$ cat config.mk
export PLATFORM = sky130hd
export DESIGN_NAME = fasta_fastq_read_statistics
export DESIGN_NICKNAME = d
export VERILOG_FILES = /design/src/rtl/ffrs_pkg.sv /design/src/rtl/ffrs_core.sv /design/src/rtl/fasta_fastq_read_statistics.sv
export SDC_FILE = /design/constraint.sdc
export NUM_CORES = 1
export LEC_CHECK = 0
export BUFFER_PORTS_ARGS = -buffer_cell sky130_fd_sc_hd__buf_2
export CORE_MARGIN = 1
export CORE_UTILIZATION = 60
export DETAILED_ROUTE_END_ITERATION = 10
export GPL_TIMING_DRIVEN = 0
export PLACE_DENSITY = 0.84
export SYNTH_ARGS = -nofsm -noshare
export SYNTH_HDL_FRONTEND = slang
export SYNTH_SLANG_ARGS = --single-unit
export TNS_END_PERCENT = 10
$ cat constraint.sdc
create_clock -name clock -period 12.4 [get_ports clock]
set_clock_uncertainty 0.2 [all_clocks]
set_input_delay 3.1 -clock clock [delete_from_list [all_inputs] [get_ports clock]]
set_output_delay 3.1 -clock clock [all_outputs]
set_load 0.02 [all_outputs]
$ cat src/rtl/ffrs_pkg.sv
// ffrs_pkg: widths, character codes, line phases and the result bundle
// shared by the sequence-file statistics block.
// No dependencies.
package ffrs_pkg;

   localparam int LENGTH_WIDTH = 32;   // per-read length and quality countdown
   localparam int TOTAL_WIDTH  = 48;   // running sequence character total
   localparam int COUNT_WIDTH  = 32;   // record count
   localparam int WARN_WIDTH   = 16;   // header warning count

   localparam logic [7:0] CH_NL   = 8'd10;
   localparam logic [7:0] CH_AT   = 8'h40;
   localparam logic [7:0] CH_GT   = 8'h3E;
   localparam logic [7:0] CH_PLUS = 8'h2B;

   typedef enum logic [2:0] {
      PH_FIRST,    // waiting for the first byte of a file
      PH_HEADER,   // inside a header line
      PH_SEQ,      // sequence lines
      PH_QUAL,     // FASTQ quality lines
      PH_EXPECT    // next byte starts a FASTQ header
   } phase_type;

   typedef struct packed {
      logic [COUNT_WIDTH-1:0]  read_count;
      logic [TOTAL_WIDTH-1:0]  nucleotide_total;
      logic [LENGTH_WIDTH-1:0] min_read_length;
      logic [LENGTH_WIDTH-1:0] max_read_length;
      logic                    is_fastq;
      logic [WARN_WIDTH-1:0]   warning_count;
   } stats_type;

endpackage

$ cat src/rtl/ffrs_core.sv
// ffrs_core: parser state and statistics registers, updated once per
// transaction, with the end-of-file summary formed combinationally.
// Depends on ffrs_pkg.
module ffrs_core
   import ffrs_pkg::*;
(
   input  logic       clock,
   input  logic       reset,
   input  logic       step,          // one transaction is consumed this cycle
   input  logic [7:0] data_byte,
   input  logic       byte_valid,
   input  logic       end_of_file,
   output stats_type  summary        // meaningful when step && end_of_file
);

   phase_type               phase_ff, phase_in, phase_mid;
   logic                    fastq_ff, fastq_in, fastq_mid;
   logic                    at_start_ff, at_start_in, at_start_mid;
   logic                    plus_ff, plus_in, plus_mid;
   logic [COUNT_WIDTH-1:0]  records_ff, records_in, records_mid;
   logic [TOTAL_WIDTH-1:0]  total_ff, total_in, total_mid;
   logic [LENGTH_WIDTH-1:0] length_ff, length_in, length_mid;
   logic [LENGTH_WIDTH-1:0] qleft_ff, qleft_in, qleft_mid;
   logic [LENGTH_WIDTH-1:0] shortest_ff, shortest_in, shortest_mid;
   logic [LENGTH_WIDTH-1:0] longest_ff, longest_in, longest_mid;
   logic [WARN_WIDTH-1:0]   warn_ff, warn_in, warn_mid;

   logic                    take_byte;
   logic                    eof_step;
   logic                    is_nl;
   logic [1:0]              add_n;
   logic                    fin_byte;
   logic [TOTAL_WIDTH:0]    total_sum;
   logic [LENGTH_WIDTH:0]   length_sum;
   logic                    fin_eof;

   assign take_byte = step && byte_valid;
   assign eof_step  = step && end_of_file;
   assign is_nl     = (data_byte == CH_NL);

   // next line phase
   always_comb begin
      phase_mid = phase_ff;
      if (take_byte) begin
         unique case (phase_ff)
            PH_FIRST:  phase_mid = is_nl ? PH_SEQ : PH_HEADER;
            PH_HEADER: if (is_nl) phase_mid = PH_SEQ;
            PH_SEQ: begin
               if (is_nl) begin
                  if (plus_ff) phase_mid = PH_QUAL;
               end else if (at_start_ff && !fastq_ff && data_byte == CH_GT) begin
                  phase_mid = PH_HEADER;
               end
            end
            PH_QUAL: if (is_nl && qleft_ff == '0) phase_mid = PH_EXPECT;
            PH_EXPECT: phase_mid = is_nl ? PH_SEQ : PH_HEADER;
            default:   phase_mid = PH_FIRST;
         endcase
      end
      phase_in = eof_step ? PH_FIRST : phase_mid;
   end

   // datapath updates
   always_comb begin
      fastq_mid    = fastq_ff;
      at_start_mid = at_start_ff;
      plus_mid     = plus_ff;
      records_mid  = records_ff;
      qleft_mid    = qleft_ff;
      warn_mid     = warn_ff;
      add_n        = 2'd0;
      fin_byte     = 1'b0;
      if (take_byte) begin
         unique case (phase_ff)
            PH_FIRST: begin
               records_mid = COUNT_WIDTH'(1);
               fastq_mid   = (data_byte == CH_AT);
               if (is_nl) at_start_mid = 1'b1;
            end
            PH_HEADER: if (is_nl) at_start_mid = 1'b1;
            PH_SEQ: begin
               if (is_nl) begin
                  if (plus_ff) begin
                     plus_mid  = 1'b0;
                     qleft_mid = length_ff;
                  end
                  at_start_mid = 1'b1;
               end else if (at_start_ff) begin
                  at_start_mid = 1'b0;
                  if (!fastq_ff && data_byte == CH_GT) begin
                     records_mid = (records_ff == '1) ? records_ff : records_ff + 1'b1;
                     fin_byte    = 1'b1;
                  end else if (fastq_ff && data_byte == CH_PLUS) begin
                     plus_mid = 1'b1;
                  end else begin
                     add_n = 2'd1;
                  end
               end else if (plus_ff) begin
                  // '+' turned out to open a sequence line: count it too
                  plus_mid = 1'b0;
                  add_n    = 2'd2;
               end else begin
                  add_n = 2'd1;
               end
            end
            PH_QUAL: begin
               if (is_nl) begin
                  if (qleft_ff == '0) fin_byte = 1'b1;
               end else if (qleft_ff != '0) begin
                  qleft_mid = qleft_ff - 1'b1;
               end
            end
            PH_EXPECT: begin
               records_mid = (records_ff == '1) ? records_ff : records_ff + 1'b1;
               if (data_byte != CH_AT) begin
                  warn_mid = (warn_ff == '1) ? warn_ff : warn_ff + 1'b1;
               end
               if (is_nl) at_start_mid = 1'b1;
            end
            default: ;
         endcase
      end

      // saturating character adds
      total_sum  = {1'b0, total_ff} + {{(TOTAL_WIDTH-1){1'b0}}, add_n};
      length_sum = {1'b0, length_ff} + {{(LENGTH_WIDTH-1){1'b0}}, add_n};
      total_mid  = total_sum[TOTAL_WIDTH] ? '1 : total_sum[TOTAL_WIDTH-1:0];
      length_mid = length_sum[LENGTH_WIDTH] ? '1 : length_sum[LENGTH_WIDTH-1:0];

      shortest_mid = shortest_ff;
      longest_mid  = longest_ff;
      if (fin_byte) begin
         if (length_ff < shortest_ff) shortest_mid = length_ff;
         if (length_ff > longest_ff)  longest_mid  = length_ff;
         length_mid = '0;
      end

      // closing the last read at end of file
      fin_eof = eof_step && (phase_mid != PH_FIRST) &&
                (!fastq_mid || phase_mid == PH_QUAL || (phase_mid == PH_SEQ && plus_mid));

      summary.read_count       = records_mid;
      summary.nucleotide_total = total_mid;
      summary.min_read_length  = (fin_eof && length_mid < shortest_mid) ? length_mid
                                                                         : shortest_mid;
      summary.max_read_length  = (fin_eof && length_mid > longest_mid) ? length_mid
                                                                        : longest_mid;
      summary.is_fastq         = fastq_mid;
      summary.warning_count    = warn_mid;

      if (eof_step) begin
         fastq_in    = 1'b0;
         at_start_in = 1'b1;
         plus_in     = 1'b0;
         records_in  = '0;
         total_in    = '0;
         length_in   = '0;
         qleft_in    = '0;
         shortest_in = '1;
         longest_in  = '0;
         warn_in     = '0;
      end else begin
         fastq_in    = fastq_mid;
         at_start_in = at_start_mid;
         plus_in     = plus_mid;
         records_in  = records_mid;
         total_in    = total_mid;
         length_in   = length_mid;
         qleft_in    = qleft_mid;
         shortest_in = shortest_mid;
         longest_in  = longest_mid;
         warn_in     = warn_mid;
      end
   end

   always_ff @(posedge clock) begin
      if (reset) begin
         phase_ff    <= PH_FIRST;
         fastq_ff    <= 1'b0;
         at_start_ff <= 1'b1;
         plus_ff     <= 1'b0;
         records_ff  <= '0;
         total_ff    <= '0;
         length_ff   <= '0;
         qleft_ff    <= '0;
         shortest_ff <= '1;
         longest_ff  <= '0;
         warn_ff     <= '0;
      end else begin
         phase_ff    <= phase_in;
         fastq_ff    <= fastq_in;
         at_start_ff <= at_start_in;
         plus_ff     <= plus_in;
         records_ff  <= records_in;
         total_ff    <= total_in;
         length_ff   <= length_in;
         qleft_ff    <= qleft_in;
         shortest_ff <= shortest_in;
         longest_ff  <= longest_in;
         warn_ff     <= warn_in;
      end
   end

   // a pending '+' only lives on a FASTQ sequence line
   a_plus_in_seq: assert property (@(posedge clock) disable iff (reset)
      plus_ff |-> (phase_ff == PH_SEQ && fastq_ff))
      else $error("plus pending outside FASTQ sequence phase");

   // before the first byte of a file nothing has been counted
   a_first_clean: assert property (@(posedge clock) disable iff (reset)
      (phase_ff == PH_FIRST) |-> (records_ff == '0 && total_ff == '0 && warn_ff == '0))
      else $error("counters not clear at start of file");

   // shortest never exceeds longest once any read has finished
   a_min_le_max: assert property (@(posedge clock) disable iff (reset)
      (shortest_ff <= longest_ff) || (shortest_ff == '1 && longest_ff == '0))
      else $error("shortest read longer than longest read");

endmodule

$ cat src/rtl/fasta_fastq_read_statistics.sv
// fasta_fastq_read_statistics: top level with input register, parser core
// and result register.
// Depends on ffrs_pkg and ffrs_core.
//
// Streams a FASTA or FASTQ file one byte per transaction and returns one
// summary transaction (record count, total sequence characters, shortest and
// longest read, format flag, FASTQ header warnings) for each transaction that
// carries end_of_file; all statistics then clear so the next byte starts a new
// file. Throughput is one byte per clock when req_stall is low: a transaction
// is registered on acceptance in the input register and processed by the
// parser core when it is consumed from there. The summary is loaded into the
// result register when the end_of_file transaction is consumed, and rsp_valid
// rises with it. The only back-pressure comes from the result register: an
// end_of_file transaction waits in the input register (and req_stall rises)
// only while a previous summary is still held under rsp_stall.
module fasta_fastq_read_statistics
   import ffrs_pkg::*;
(
   input  logic                    clock,
   input  logic                    reset,
   // byte stream
   input  logic                    req_valid,
   output logic                    req_stall,
   input  logic [7:0]              req_data_byte,
   input  logic                    req_byte_valid,
   input  logic                    req_end_of_file,
   // summary
   output logic                    rsp_valid,
   input  logic                    rsp_stall,
   output logic [COUNT_WIDTH-1:0]  rsp_read_count,
   output logic [TOTAL_WIDTH-1:0]  rsp_nucleotide_total,
   output logic [LENGTH_WIDTH-1:0] rsp_min_read_length,
   output logic [LENGTH_WIDTH-1:0] rsp_max_read_length,
   output logic                    rsp_is_fastq,
   output logic [WARN_WIDTH-1:0]   rsp_warning_count
);

   // input register
   logic       in_valid_ff, in_valid_in;
   logic [7:0] in_byte_ff;
   logic       in_bvalid_ff;
   logic       in_eof_ff;

   // result register
   logic       out_valid_ff, out_valid_in;
   stats_type  out_stats_ff;

   stats_type  summary;
   logic       step;        // held transaction is consumed by the core
   logic       req_take;

   // a summary-producing transaction needs the result register free
   assign step      = in_valid_ff && (!in_eof_ff || !out_valid_ff || !rsp_stall);
   assign req_stall = in_valid_ff && !step;
   assign req_take  = req_valid && !req_stall;

   always_comb begin
      in_valid_in = in_valid_ff;
      if (!req_stall) in_valid_in = req_valid;

      out_valid_in = out_valid_ff;
      if (step && in_eof_ff)  out_valid_in = 1'b1;
      else if (!rsp_stall)    out_valid_in = 1'b0;
   end

   always_ff @(posedge clock) begin
      if (reset) begin
         in_valid_ff  <= 1'b0;
         out_valid_ff <= 1'b0;
      end else begin
         in_valid_ff  <= in_valid_in;
         out_valid_ff <= out_valid_in;
      end
   end

   // payload registers
   always_ff @(posedge clock) begin
      if (req_take) begin
         in_byte_ff   <= req_data_byte;
         in_bvalid_ff <= req_byte_valid;
         in_eof_ff    <= req_end_of_file;
      end
      if (step && in_eof_ff) out_stats_ff <= summary;
   end

   ffrs_core u_core (
      .clock       (clock),
      .reset       (reset),
      .step        (step),
      .data_byte   (in_byte_ff),
      .byte_valid  (in_bvalid_ff),
      .end_of_file (in_eof_ff),
      .summary     (summary)
   );

   assign rsp_valid            = out_valid_ff;
   assign rsp_read_count       = out_stats_ff.read_count;
   assign rsp_nucleotide_total = out_stats_ff.nucleotide_total;
   assign rsp_min_read_length  = out_stats_ff.min_read_length;
   assign rsp_max_read_length  = out_stats_ff.max_read_length;
   assign rsp_is_fastq         = out_stats_ff.is_fastq;
   assign rsp_warning_count    = out_stats_ff.warning_count;

   // a new summary only follows a consumed end-of-file transaction
   a_rsp_source: assert property (@(posedge clock) disable iff (reset)
      $rose(out_valid_ff) |-> $past(step && in_eof_ff))
      else $error("summary appeared without end-of-file transaction");

   // the input side only stalls behind a blocked summary
   a_stall_cause: assert property (@(posedge clock) disable iff (reset)
      req_stall |-> (in_eof_ff && out_valid_ff && rsp_stall))
      else $error("input stalled without a blocked summary");

endmodule
==> summary.txt, run 1 <==
CTS
  – Buffer depth of the longest clock path: 3
  – Clock latency reported for the late side of the worst-skew pair: 0.56 ns
  – Clk pin slew, worst setup/hold paths: 0.06 ns
  – CTS tree: built
  – Post-CTS sizing: 0
  – Total setup buffers inserted after CTS: 0
  – H-tree depth: 2
  – Hold-fix buffers at CTS: 0
  – Total number of clock tree sinks: between 400 and 500
  – Clk root buf: clkbuf_16
  – Number of buffers created by CTS: 42

Floorplan
  – Number of core rows: 67
  – Die width: 187 microns
  – I/O pin cnt: 177
  – Die height: 187 microns
  – Starting density of the core: 0.610
  – Floorplan Core Area: between 30000 and 40000 sq um
  – Area enclosed by the die boundary: 34900 sq um

Synth
  – Count of state elements after synthesis: 403
  – Proportion of synthesized chip area in sequential cells: 0.477
  – Post-Syn Area: 20500 sq um
  – Cell type with the highest aggregate area in the netlist: edfxtp_1
  – Syn_area_per_cell: about 10 sq um
  – Number of instances in the synthesized netlist: 2111
  – Most common flop cell mapped by yosys: dfxtp_1
  – Library cells used by synthesis: 70
  – Post-synth ARST share: 0
  – Synthesized net count: 2260
  – Yosys top cell area share: 0.250
  – Synthesis Warnings: 0
  – Number of flops mapped to enable cells by yosys: 171
  – Biggest area contributors in the synthesized netlist: edfxtp_1 25%, dfxtp_1 23%, ha_1 8.1%

Critical path
  – CP endpoint kind: register
  – Worst r2r dst: rsp_max_read_length[15]$_DFFE_PP_
  – Required time of the critical path: 12.46 ns
  – Type of the worst setup path: in -> reg
  – Data arrival at the endpoint of the critical path: 10.96 ns
  – Worst R2R Path Depth: 25
  – Slowest-stage cell, CP: nor3_1
  – Kind of cell adding the most delay to the critical path: simple AND/OR/NAND/NOR gates
  – Crit path buffers/inverters: 6
  – CP Launch Type: input port
  – Worst-path maximum fanout: 10
  – Startpoint of the lowest-slack register-to-register path: in_eof_ff$_DFFE_PP_
  – CP max stage delay: 0.71 ns
  – Register-to-register setup slack: 3.74 ns

Cells and area
  – Finished layout cell area: 23400 sq um
  – Fill cell total of the finished layout: 2500
  – Layout cells sized above 1: 0.121
  – Final core utilization: 0.696
  – Non-Filler Instances: 2814
  – Number of antenna diodes: 0
  – Count of nets after finishing: 2481
  – Area growth syn-to-layout: 14.1%

Pwr
  – Static leakage: about 9.7 nW
  – Power per unit of standard cell area: 119 nW/um^2
  – Max IR drop VDD: 0.000102 V

Worst hold path
  – Destination of the worst hold path: u_core.qleft_ff[28]$_SDFFE_PP0P_
  – Min-Delay Path Depth: 2
  – Worst hold path type: reg -> reg
  – Min-delay src: u_core.qleft_ff[28]$_SDFFE_PP0P_

Global routing
  – Total congestion overflow: 0
  – Number of antenna violations at the first check in global routing: 0
  – Maximum number of pins on one net before global-route repair: 85
  – Global-route wire length before repair: 85200 microns
  – Total Routing Usage GR: 0.302
  – Number of global-route vias before repair: between 15000 and 20000

Detailed routing
  – Mean routed wirelength per cell: 19.1 microns
  – First DRT Iteration DRCs: 1662
  – Via count: 17100
  – Number of nets still failing antenna checks after routing: 0
  – Initial DRT Pass Iterations: 6
  – Ratio of routed vias to standard cells: 6.09
  – Post-route DRC violation count: 0
  – Routed WL: roughly 54000 microns

Timing
  – Final hold vios: 0
  – Remaining max-slew budget at the tightest pin: 0.0724
  – Setup repair after global routing missed its margin: no
  – Worst Hold Margin: 0.287 ns
  – Highest Clock Rate: 91.7 MHz
  – Total of endpoints with negative setup slack in the final report: 0
  – Final critical-path required period: 10.90 ns
  – Total negative slack: 0 ns
  – Final Max Tran Viols: 0
  – Final period util: 0.879
  – Actual transition at the worst max-transition pin: 1.36 ns

Outcome
  – Status: complete, no violations

Placed design
  – # placed instances: 2736
  – Final weighted congestion in routability-driven placement: slightly above 0.9
  – HPWL after DPL: approximately 39000 microns
  – Post-detailed-placement cell area: 22000 sq um
  – Number of port buffers: 176

Flow run
  – Number of max-cap violations: 0
[flip-flops by register name, summed over array words and instances (netlist names), 32 cells and up]
name / flops
u_core.longest_ff: 32
u_core.records_ff: 32
rsp_min_read_length: 32
u_core.total_ff: 48
u_core.qleft_ff: 32
rsp_max_read_length: 32
u_core.shortest_ff: 32
rsp_read_count: 32
rsp_nucleotide_total: 48
u_core.length_ff: 32
[synthesized netlist by cell type (5+ instances only)]
library cell	instances
a21oi_1	116
o211ai_1	9
xor2_1	38
mux2_2	7
nand3_1	70
and3_1	22
buf_6	6
ha_1	133
nor4b_1	5
xnor2_1	33
a22oi_1	8
nor2_1	179
a31oi_1	17
nand2b_1	11
nor2b_1	15
and4_1	15
dfxtp_1	232
or3_1	10
nor4_1	18
or4_1	6
o31ai_1	13
clkbuf_1	78
inv_1	120
nor3_1	32
a211oi_1	23
o21ai_0	137
and2_1	69
o21a_1	10
a21o_1	35
mux2i_1	127
or2_2	12
nand4_1	60
nand2_1	207
buf_2	5
edfxtp_1	171
[cell usage in the layout (no fill, tap or decap), types with 5 or more instances in the layout]
cell	count
dfxtp_1	232
nand2_1	207
buf_2	181
nor2_1	179
edfxtp_1	171
o21ai_0	137
ha_1	133
mux2i_1	127
inv_1	119
a21oi_1	116
clkbuf_1	86
nand3_1	70
and2_1	69
nand4_1	60
clkbuf_16	45
xor2_1	38
a21o_1	35
xnor2_1	33
nor3_1	32
a211oi_1	23
and3_1	22
nor4_1	18
a31oi_1	17
nor2b_1	15
and4_1	15
o31ai_1	13
or2_2	12
nand2b_1	11
or3_1	10
o21a_1	10
o211ai_1	9
a22oi_1	8
clkinv_2	8
mux2_2	7
buf_6	6
or4_1	6
clkbuf_8	6
nor4b_1	5
[logic make-up (layout without fill, tap and decap cells)]
logic type               after synthesis  after routing  synth area share
buffers and inverters                214            469            0.0442
XOR/XNOR                              71             71            0.0303
multiplexers                         134            134            0.0659
adder cells (fa/ha/maj)              135            135            0.0831
AND/OR/NAND/NOR                      751            751             0.182
flip-flops                           403            403             0.477
AO/OA/AOI/OAI                        403            403             0.118
[worst max-delay path by stage]
stage          depth (start not counted)  slack (ns)                           endpoint       from
2_1_floorplan                         24        3.89  rsp_min_read_length[10]$_DFFE_PP_  rsp_stall
6_report                              26        1.50  rsp_max_read_length[15]$_DFFE_PP_  rsp_stall
3_5_place_dp                          26        1.35  rsp_max_read_length[15]$_DFFE_PP_  rsp_stall
4_1_cts                               26        1.89  rsp_max_read_length[15]$_DFFE_PP_  rsp_stall
5_1_grt                               26        1.43   rsp_max_read_length[2]$_DFFE_PP_  rsp_stall
3_3_place_gp                          26        1.47  rsp_max_read_length[20]$_DFFE_PP_  rsp_stall
[final cells by class]
class	instances	area [sq um]	area share
multi-input combinational	1494	9810	0.420
sequential	403	9780	0.418
clock buffer	60	1250	0.0533
timing repair buffer	177	908	0.0388
tap	448	561	0.0240
buffer	94	457	0.0195
inverter	120	455	0.0195
clock inverter	18	169	0.00722
[routing by layer]
layer / share of wire / up-vias / GRT usage
met4: 0.033 / 0 / 0.122
met3: 0.081 / 153 / 0.0542
met1: 0.41 / 8154 / 0.389
met2: 0.47 / 824 / 0.505
met5: 0 / - / 0
li1: - / 8008 / -
[report_power, final]
part           total [mW]  internal, mW  switching [mW]
clock network        1.29         0.763           0.525
registers            1.40          1.40         0.00670
logic              0.0905        0.0224          0.0681
total                2.78          2.18           0.600
[tightest hold or removal path: cells and delay by family (launching register included)]
kind | cells | cell delay [ns]
compound gates | 2 | 0.13
flops | 1 | 0.31
[metrics by stage]
stage / worst slack (ns) / total power [mW]
after floorplan: 3.89 / 1.49
after global placement: 1.47 / 1.52
after detailed placement: 1.35 / 1.52
after CTS: 1.89 / 2.79
after global routing: 1.43 / 2.85
final: 1.50 / 2.78
Power figures use the tool's default switching activity.
==> run 2, diff against run 1 <==
--- a/config.mk
+++ b/config.mk
@@ -5,12 +5,12 @@
 export SDC_FILE = /design/constraint.sdc
 export NUM_CORES = 1
 export LEC_CHECK = 0
-export BUFFER_PORTS_ARGS = -buffer_cell sky130_fd_sc_hd__buf_2
 export CORE_MARGIN = 1
 export CORE_UTILIZATION = 60
 export DETAILED_ROUTE_END_ITERATION = 10
+export DONT_BUFFER_PORTS = 1
 export GPL_TIMING_DRIVEN = 0
-export PLACE_DENSITY = 0.84
+export PLACE_DENSITY = 0.8
 export SYNTH_ARGS = -nofsm -noshare
 export SYNTH_HDL_FRONTEND = slang
 export SYNTH_SLANG_ARGS = --single-unit
==> run 2 against run 1 <==
Utilization decreased by 2.7 points. Fmax grew 1.1%. Largest power group unchanged. First-iteration DRC count shrank 18%. Register-to-register slack hardly changed. Sequential power barely moved. Largest cell class unchanged. Sequential share of layout area grew 1.7 points.
==> summary.txt, run 2 (synthesis results as in run 1) <==
Pwr
  – Sequential share of power: 0.516 (+0.011)
  – Pint: 2.18 mW (-0.27%)
  – NetSw: 592 uW (-1.3%)
  – Static leakage: 9.07 nW (-6.1%)
  – Power per unit of standard cell area: 123 nW/um^2 (+3.5%)
  – Switching power as a share of total power: 0.214 (-0.00172)
  – Max IR drop VDD: 0.000108 V (+6.0%)
  – Clock power frac: 0.466 (+0.003)
  – Comb power frac: 0.018 (-0.014)

Worst hold path
  – Worst hold path type: reg -> reg

CTS
  – CTS tree: built
  – Buffer depth of the longest clock path: 3 (unchanged)
  – Post-CTS sizing: 0 (unchanged)
  – Total setup buffers inserted after CTS: 0 (unchanged)
  – H-tree depth: 2 (unchanged)
  – Clock latency reported for the late side of the worst-skew pair: 0.55 ns (about the same)
  – Clk pin slew, worst setup/hold paths: 0.06 ns (about the same)
  – Clk root buf: clkbuf_16
  – Number of buffers created by CTS: 42 (unchanged)
  – Hold-fix buffers at CTS: 0 (unchanged)
  – Total number of clock tree sinks: 403 (unchanged)

Detailed routing
  – Number of nets still failing antenna checks after routing: 0 (unchanged)
  – Ratio of routed vias to standard cells: 6.22 (+2.2%)
  – Via count: 16400 (-4.3%)
  – Post-route DRC violation count: 0 (unchanged)
  – First DRT Iteration DRCs: 1362 (-18%)
  – Initial DRT Pass Iterations: 5 (-1)
  – Mean routed wirelength per cell: 20.1 microns (+5.1%)
  – Routed WL: 52900 microns (-1.5%)

Global routing
  – Number of antenna violations at the first check in global routing: 0 (unchanged)
  – Total Routing Usage GR: 0.296 (-0.00604)
  – Maximum number of pins on one net before global-route repair: 89 (+4.7%)
  – Number of global-route vias before repair: 15700 (-5.7%)
  – Total congestion overflow: 0 (unchanged)
  – Global-route wire length before repair: 83200 microns (-2.3%)

Timing
  – Final period util: 0.870 (-0.00931)
  – Final hold vios: 0 (unchanged)
  – Final critical-path required period: 10.79 ns (-0.115 ns)
  – Remaining max-slew budget at the tightest pin: 0.0584 (-0.0140)
  – Setup repair after global routing missed its margin: no
  – Actual transition at the worst max-transition pin: 1.38 ns (+0.0205 ns)
  – Final Max Tran Viols: 0 (unchanged)
  – Total of endpoints with negative setup slack in the final report: 0 (unchanged)
  – Total negative slack: 0 ns (unchanged)
  – Worst Hold Margin: 0.279 ns (-0.00842 ns)
  – Highest Clock Rate: 92.7 MHz (+1.1%)

Placed design
  – HPWL after DPL: 38100 microns (-1.7%)
  – Final weighted congestion in routability-driven placement: 0.934 (about the same)
  – Post-detailed-placement cell area: 21100 sq um (-4.0%)
  – Number of port buffers: 0 (-100%)

Cells and area
  – Fill cell total of the finished layout: 2548 (+1.9%)
  – Layout cells sized above 1: 0.0471 (-0.0738)
  – Count of nets after finishing: 2305 (-7.1%)
  – Finished layout cell area: 22500 sq um (-3.9%)
  – Register Area: 9780 sq um (unchanged)
  – Leading cell type in the layout, fill and taps excluded: dfxtp_1
  – Area growth syn-to-layout: 9.68%
  – Total area of multi-input combinational cells: 9810 sq um (unchanged)
  – Number of antenna diodes: 0 (unchanged)
  – Top library cells by usage in the layout, fill and taps aside: 232 x dfxtp_1, 207 x nand2_1, 179 x nor2_1

Floorplan
  – Number of core rows: 67 (unchanged)
  – I/O pin cnt: 177 (unchanged)
  – Die height: 187 microns (unchanged)
  – Die width: 187 microns (unchanged)
  – Area enclosed by the die boundary: 34900 sq um (unchanged)
  – Floorplan Core Area: 33600 sq um (unchanged)
  – Starting density of the core: 0.610 (unchanged)

Critical path
  – Slowest-stage cell, CP: nor3_1
  – Worst-path maximum fanout: 10 (unchanged)
  – CP max stage delay: 0.72 ns (about the same)
  – CP endpoint kind: register
  – Data arrival at the endpoint of the critical path: 10.83 ns (-0.13 ns)
  – Type of the worst setup path: in -> reg
  – CP Launch Type: input port
  – Required time of the critical path: 12.44 ns (-0.02 ns)

Outcome
  – Status: complete, no violations

Flow run
  – Number of max-cap violations: 0 (unchanged)
[run 2: path summary, 6_finish.rpt]
check,start,to,slack (ns),cells after the start
worst max-delay path,rsp_stall,rsp_max_read_length[3]$_DFFE_PP_,1.61,25
worst min-delay path,u_core.qleft_ff[28]$_SDFFE_PP0P_,u_core.qleft_ff[28]$_SDFFE_PP0P_,0.28,2
worst max register to register,in_eof_ff$_DFFE_PP_,rsp_max_read_length[3]$_DFFE_PP_,3.75,25
worst min register to register,u_core.qleft_ff[28]$_SDFFE_PP0P_,u_core.qleft_ff[28]$_SDFFE_PP0P_,0.28,2
[run 2: power groups by stage]
stage               Sequential (mW)  Combinational, mW  Clock (mW)
global placement               1.46             0.0469           0
global route                   1.43             0.0534        1.35
floorplan                      1.46             0.0315           0
finish                         1.43             0.0501        1.29
CTS                            1.43             0.0496        1.30
detailed placement             1.46             0.0493           0
[run 2: worst max-delay path, delay by kind of cell]
family / cells / cell delay, ns
compound gates: 3 / 1.55
fa+ha+maj: 3 / 0.89
buf+inv: 5 / 1.05
mux: 1 / 0.12
simple gates: 13 / 4.07
[run 2: final cells by class]
class / instances / area share
Buffer: 94 / 0.0203
Clock buffer: 54 / 0.0501
Clock inverter: 22 / 0.0117
Inverter: 120 / 0.0203
Multi-Input combinational cell: 1494 / 0.436
Sequential cell: 403 / 0.435
Tap cell: 448 / 0.0249
Timing Repair Buffer: 1 / 0.00122
[run 2: layer usage]
| metal | wire (microns) | GRT usage | part of all wire | up-vias |
|---|---|---|---|---|
| li1 | - | - | - | 7672 |
| met1 | 22400 | 0.394 | 0.42 | 7883 |
| met2 | 24600 | 0.488 | 0.46 | 728 |
| met3 | 4320 | 0.0510 | 0.082 | 123 |
| met4 | 1650 | 0.104 | 0.031 | 0 |
| met5 | 0 | 0 | 0 | - |
[run 2: through the flow]
step | power, mW | utilization | std cells | setup WS [ns]
2_1_floorplan | 1.49 | - | 2111 | 3.89
3_3_place_gp | 1.51 | 0.627 | 2559 | 1.46
3_5_place_dp | 1.51 | 0.627 | 2560 | 1.37
4_1_cts | 2.78 | 0.669 | 2636 | 1.92
5_1_grt | 2.83 | 0.669 | 2636 | 1.28
6_report | 2.77 | 0.669 | 2636 | 1.61
==> run 3, diff against run 2 <==
--- a/config.mk
+++ b/config.mk
@@ -7,6 +7,7 @@
 export LEC_CHECK = 0
 export CORE_MARGIN = 1
 export CORE_UTILIZATION = 60
+export CTS_BUF_LIST = sky130_fd_sc_hd__clkbuf_8 sky130_fd_sc_hd__clkbuf_16
 export DETAILED_ROUTE_END_ITERATION = 10
 export DONT_BUFFER_PORTS = 1
 export GPL_TIMING_DRIVEN = 0
==> run 3 against run 2 <==
The flow now finishes with violations (capacitance limit). Clock power is essentially flat. Utilization stayed put. Sequential power hardly changed.
==> summary.txt, run 3 (synthesis results as in run 1) <==
Outcome
  – Status: finished, violations left
  – Violations in the final reports: capacitance limit

Cells and area
  – Register Area: 9780 sq um (unchanged)
  – Top library cells by usage in the layout, fill and taps aside: 232 x dfxtp_1, 207 x nand2_1, 179 x nor2_1
  – Area growth syn-to-layout: 9.68% (unchanged)
  – Number of antenna diodes: 0 (unchanged)
  – Layout cells sized above 1: 0.0471 (unchanged)
  – Count of nets after finishing: 2305 (unchanged)
  – Fill cell total of the finished layout: 2548 (unchanged)
  – Leading cell type in the layout, fill and taps excluded: dfxtp_1
  – Total area of multi-input combinational cells: 9810 sq um (unchanged)

Critical path
  – Required time of the critical path: 12.45 ns (about the same)
  – CP endpoint kind: register
  – Worst R2R Path Depth: 25 (unchanged)
  – Startpoint of the lowest-slack register-to-register path: in_eof_ff$_DFFE_PP_
  – CP Launch Type: input port
  – Worst r2r dst: rsp_max_read_length[3]$_DFFE_PP_
  – Type of the worst setup path: in -> reg
  – Register-to-register setup slack: 3.70 ns (-0.05 ns)
  – Data arrival at the endpoint of the critical path: 10.88 ns (+0.05 ns)
  – Worst-path maximum fanout: 10 (unchanged)

Worst hold path
  – Worst hold path type: reg -> reg
  – Destination of the worst hold path: u_core.qleft_ff[28]$_SDFFE_PP0P_
  – Min-Delay Path Depth: 2 (unchanged)
  – Min-delay src: u_core.qleft_ff[28]$_SDFFE_PP0P_

CTS
  – Hold-fix buffers at CTS: 0 (unchanged)
  – Clk root buf: clkbuf_16
  – Buffer depth of the longest clock path: 3 (unchanged)
  – CTS tree: built
  – H-tree depth: 2 (unchanged)
  – Clock latency reported for the late side of the worst-skew pair: 0.55 ns (about the same)
  – Total number of clock tree sinks: 403 (unchanged)
  – Total setup buffers inserted after CTS: 0 (unchanged)
  – Post-CTS sizing: 0 (unchanged)
  – Clk pin slew, worst setup/hold paths: 0.06 ns (about the same)
  – Number of buffers created by CTS: 42 (unchanged)

Global routing
  – Number of global-route vias before repair: 15700 (-0.013%)
  – Total congestion overflow: 0 (unchanged)
  – Number of antenna violations at the first check in global routing: 0 (unchanged)
  – Total Routing Usage GR: 0.296 (unchanged)
  – Global-route wire length before repair: 83200 microns (unchanged)
  – Maximum number of pins on one net before global-route repair: 89 (unchanged)

Placed design
  – HPWL after DPL: 38100 microns (unchanged)
  – Number of port buffers: 0 (unchanged)
  – Post-Place Setup Slack: 1.37 ns (unchanged)
  – Final weighted congestion in routability-driven placement: 0.934 (unchanged)

Detailed routing
  – Ratio of routed vias to standard cells: 6.22 (about the same)
  – Routed WL: 52800 microns (-0.18%)
  – Mean routed wirelength per cell: 20.0 microns (-0.18%)
  – Post-route DRC violation count: 0 (unchanged)
  – Initial DRT Pass Iterations: 5 (unchanged)
  – First DRT Iteration DRCs: 1374 (+0.88%)
  – Via count: 16400 (-0.037%)
  – Number of nets still failing antenna checks after routing: 0 (unchanged)

Pwr
  – Power per unit of standard cell area: 123 nW/um^2 (-0.35%)
  – Static leakage: 9.11 nW (+0.46%)
  – Max IR drop VDD: 0.000106 V (-1.5%)
  – Power consumption: 2.76 mW (-0.35%)

Timing
  – Worst-case setup margin in the final layout: 1.56 ns (-0.0533 ns)
  – Final hold vios: 0 (unchanged)
  – Final critical-path required period: 10.84 ns (+0.0533 ns)
  – Total of endpoints with negative setup slack in the final report: 0 (unchanged)
  – Actual transition at the worst max-transition pin: 1.42 ns (+0.0386 ns)
  – Total negative slack: 0 ns (unchanged)
  – Remaining max-slew budget at the tightest pin: 0.0320 (-0.0264)
  – Highest Clock Rate: 92.3 MHz (-0.49%)
  – Final period util: 0.874 (+0.00430)
  – Setup repair after global routing missed its margin: no
  – Final Max Tran Viols: 0 (unchanged)

Floorplan
  – Starting density of the core: 0.610 (unchanged)
  – Floorplan Core Area: 33600 sq um (unchanged)
  – Number of core rows: 67 (unchanged)
  – Die height: 187 microns (unchanged)
  – I/O pin cnt: 177 (unchanged)
  – Area enclosed by the die boundary: 34900 sq um (unchanged)
  – Die width: 187 microns (unchanged)

Flow run
  – Number of max-cap violations: 1 (+1)
[run 3: cell count changes in the layout (fill, tap and decap cells not counted), sizes merged]
cell / change
clkbuf: -10
inv: +10
[run 3: power by group]
group	leakage (nW)	internal (mW)	switching, mW
Combinational	5.14	0.0101	0.0401
Sequential	3.26	1.40	0.0303
Clock	0.715	0.759	0.520
Total	9.11	2.17	0.591
[run 3: critical path: stages]
cell and delay, ns:
and3_1 0.22, nor3_1 0.70, nand3_1 0.23, a211oi_1 0.69, ha_1 0.29, inv_1 0.06
fa_1 0.42, nor2_1 0.23, nand3_1 0.26, or3_1 0.49, nor2_1 0.27, clkbuf_1 0.44
o21ai_0 0.37, inv_1 0.22, ha_1 0.18, nand4_1 0.13, nor3_1 0.37, and3_1 0.41
nand4_1 0.23, a21oi_1 0.52, nand4b_1 0.18, or3b_1 0.36, buf_6 0.18, buf_12 0.16
mux2i_1 0.12
[run 3: routing by layer]
| metal | vias to the layer above | wire [microns] | global-route usage |
|---|---|---|---|
| met5 | - | 0 | 0 |
| met4 | 0 | 1630 | 0.104 |
| met3 | 132 | 4180 | 0.0510 |
| met2 | 718 | 24500 | 0.488 |
| met1 | 7883 | 22600 | 0.394 |
| li1 | 7667 | - | - |
[run 3: worst max-delay path by stage]
stage,start,to,slack (ns),depth (start not counted)
2_1_floorplan,rsp_stall,rsp_min_read_length[10]$_DFFE_PP_,3.89,24
3_3_place_gp,rsp_stall,rsp_max_read_length[29]$_DFFE_PP_,1.46,25
3_5_place_dp,rsp_stall,rsp_max_read_length[3]$_DFFE_PP_,1.37,25
4_1_cts,rsp_stall,rsp_max_read_length[3]$_DFFE_PP_,1.92,25
5_1_grt,rsp_stall,rsp_max_read_length[2]$_DFFE_PP_,1.28,25
6_report,rsp_stall,rsp_max_read_length[3]$_DFFE_PP_,1.56,25
[run 3: through the flow]
stage / instances / instance area (sq um) / hold WS [ns] / utilization
detailed placement: 2560 / 21100 / 0.274 / 0.627
CTS: 2636 / 22500 / 0.282 / 0.669
finish: 2636 / 22500 / 0.282 / 0.669
global route: 2636 / 22500 / 0.314 / 0.669
floorplan: 2111 / 20500 / 0.249 / -
global placement: 2559 / 21100 / 0.265 / 0.627
[run 3: cell type report]
cell class	count	area share
multi-input combinational	1494	0.436
sequential	403	0.435
clock buffer	44	0.0485
tap	448	0.0249
buffer	94	0.0203
inverter	120	0.0203
clock inverter	32	0.0134
timing repair buffer	1	0.00122
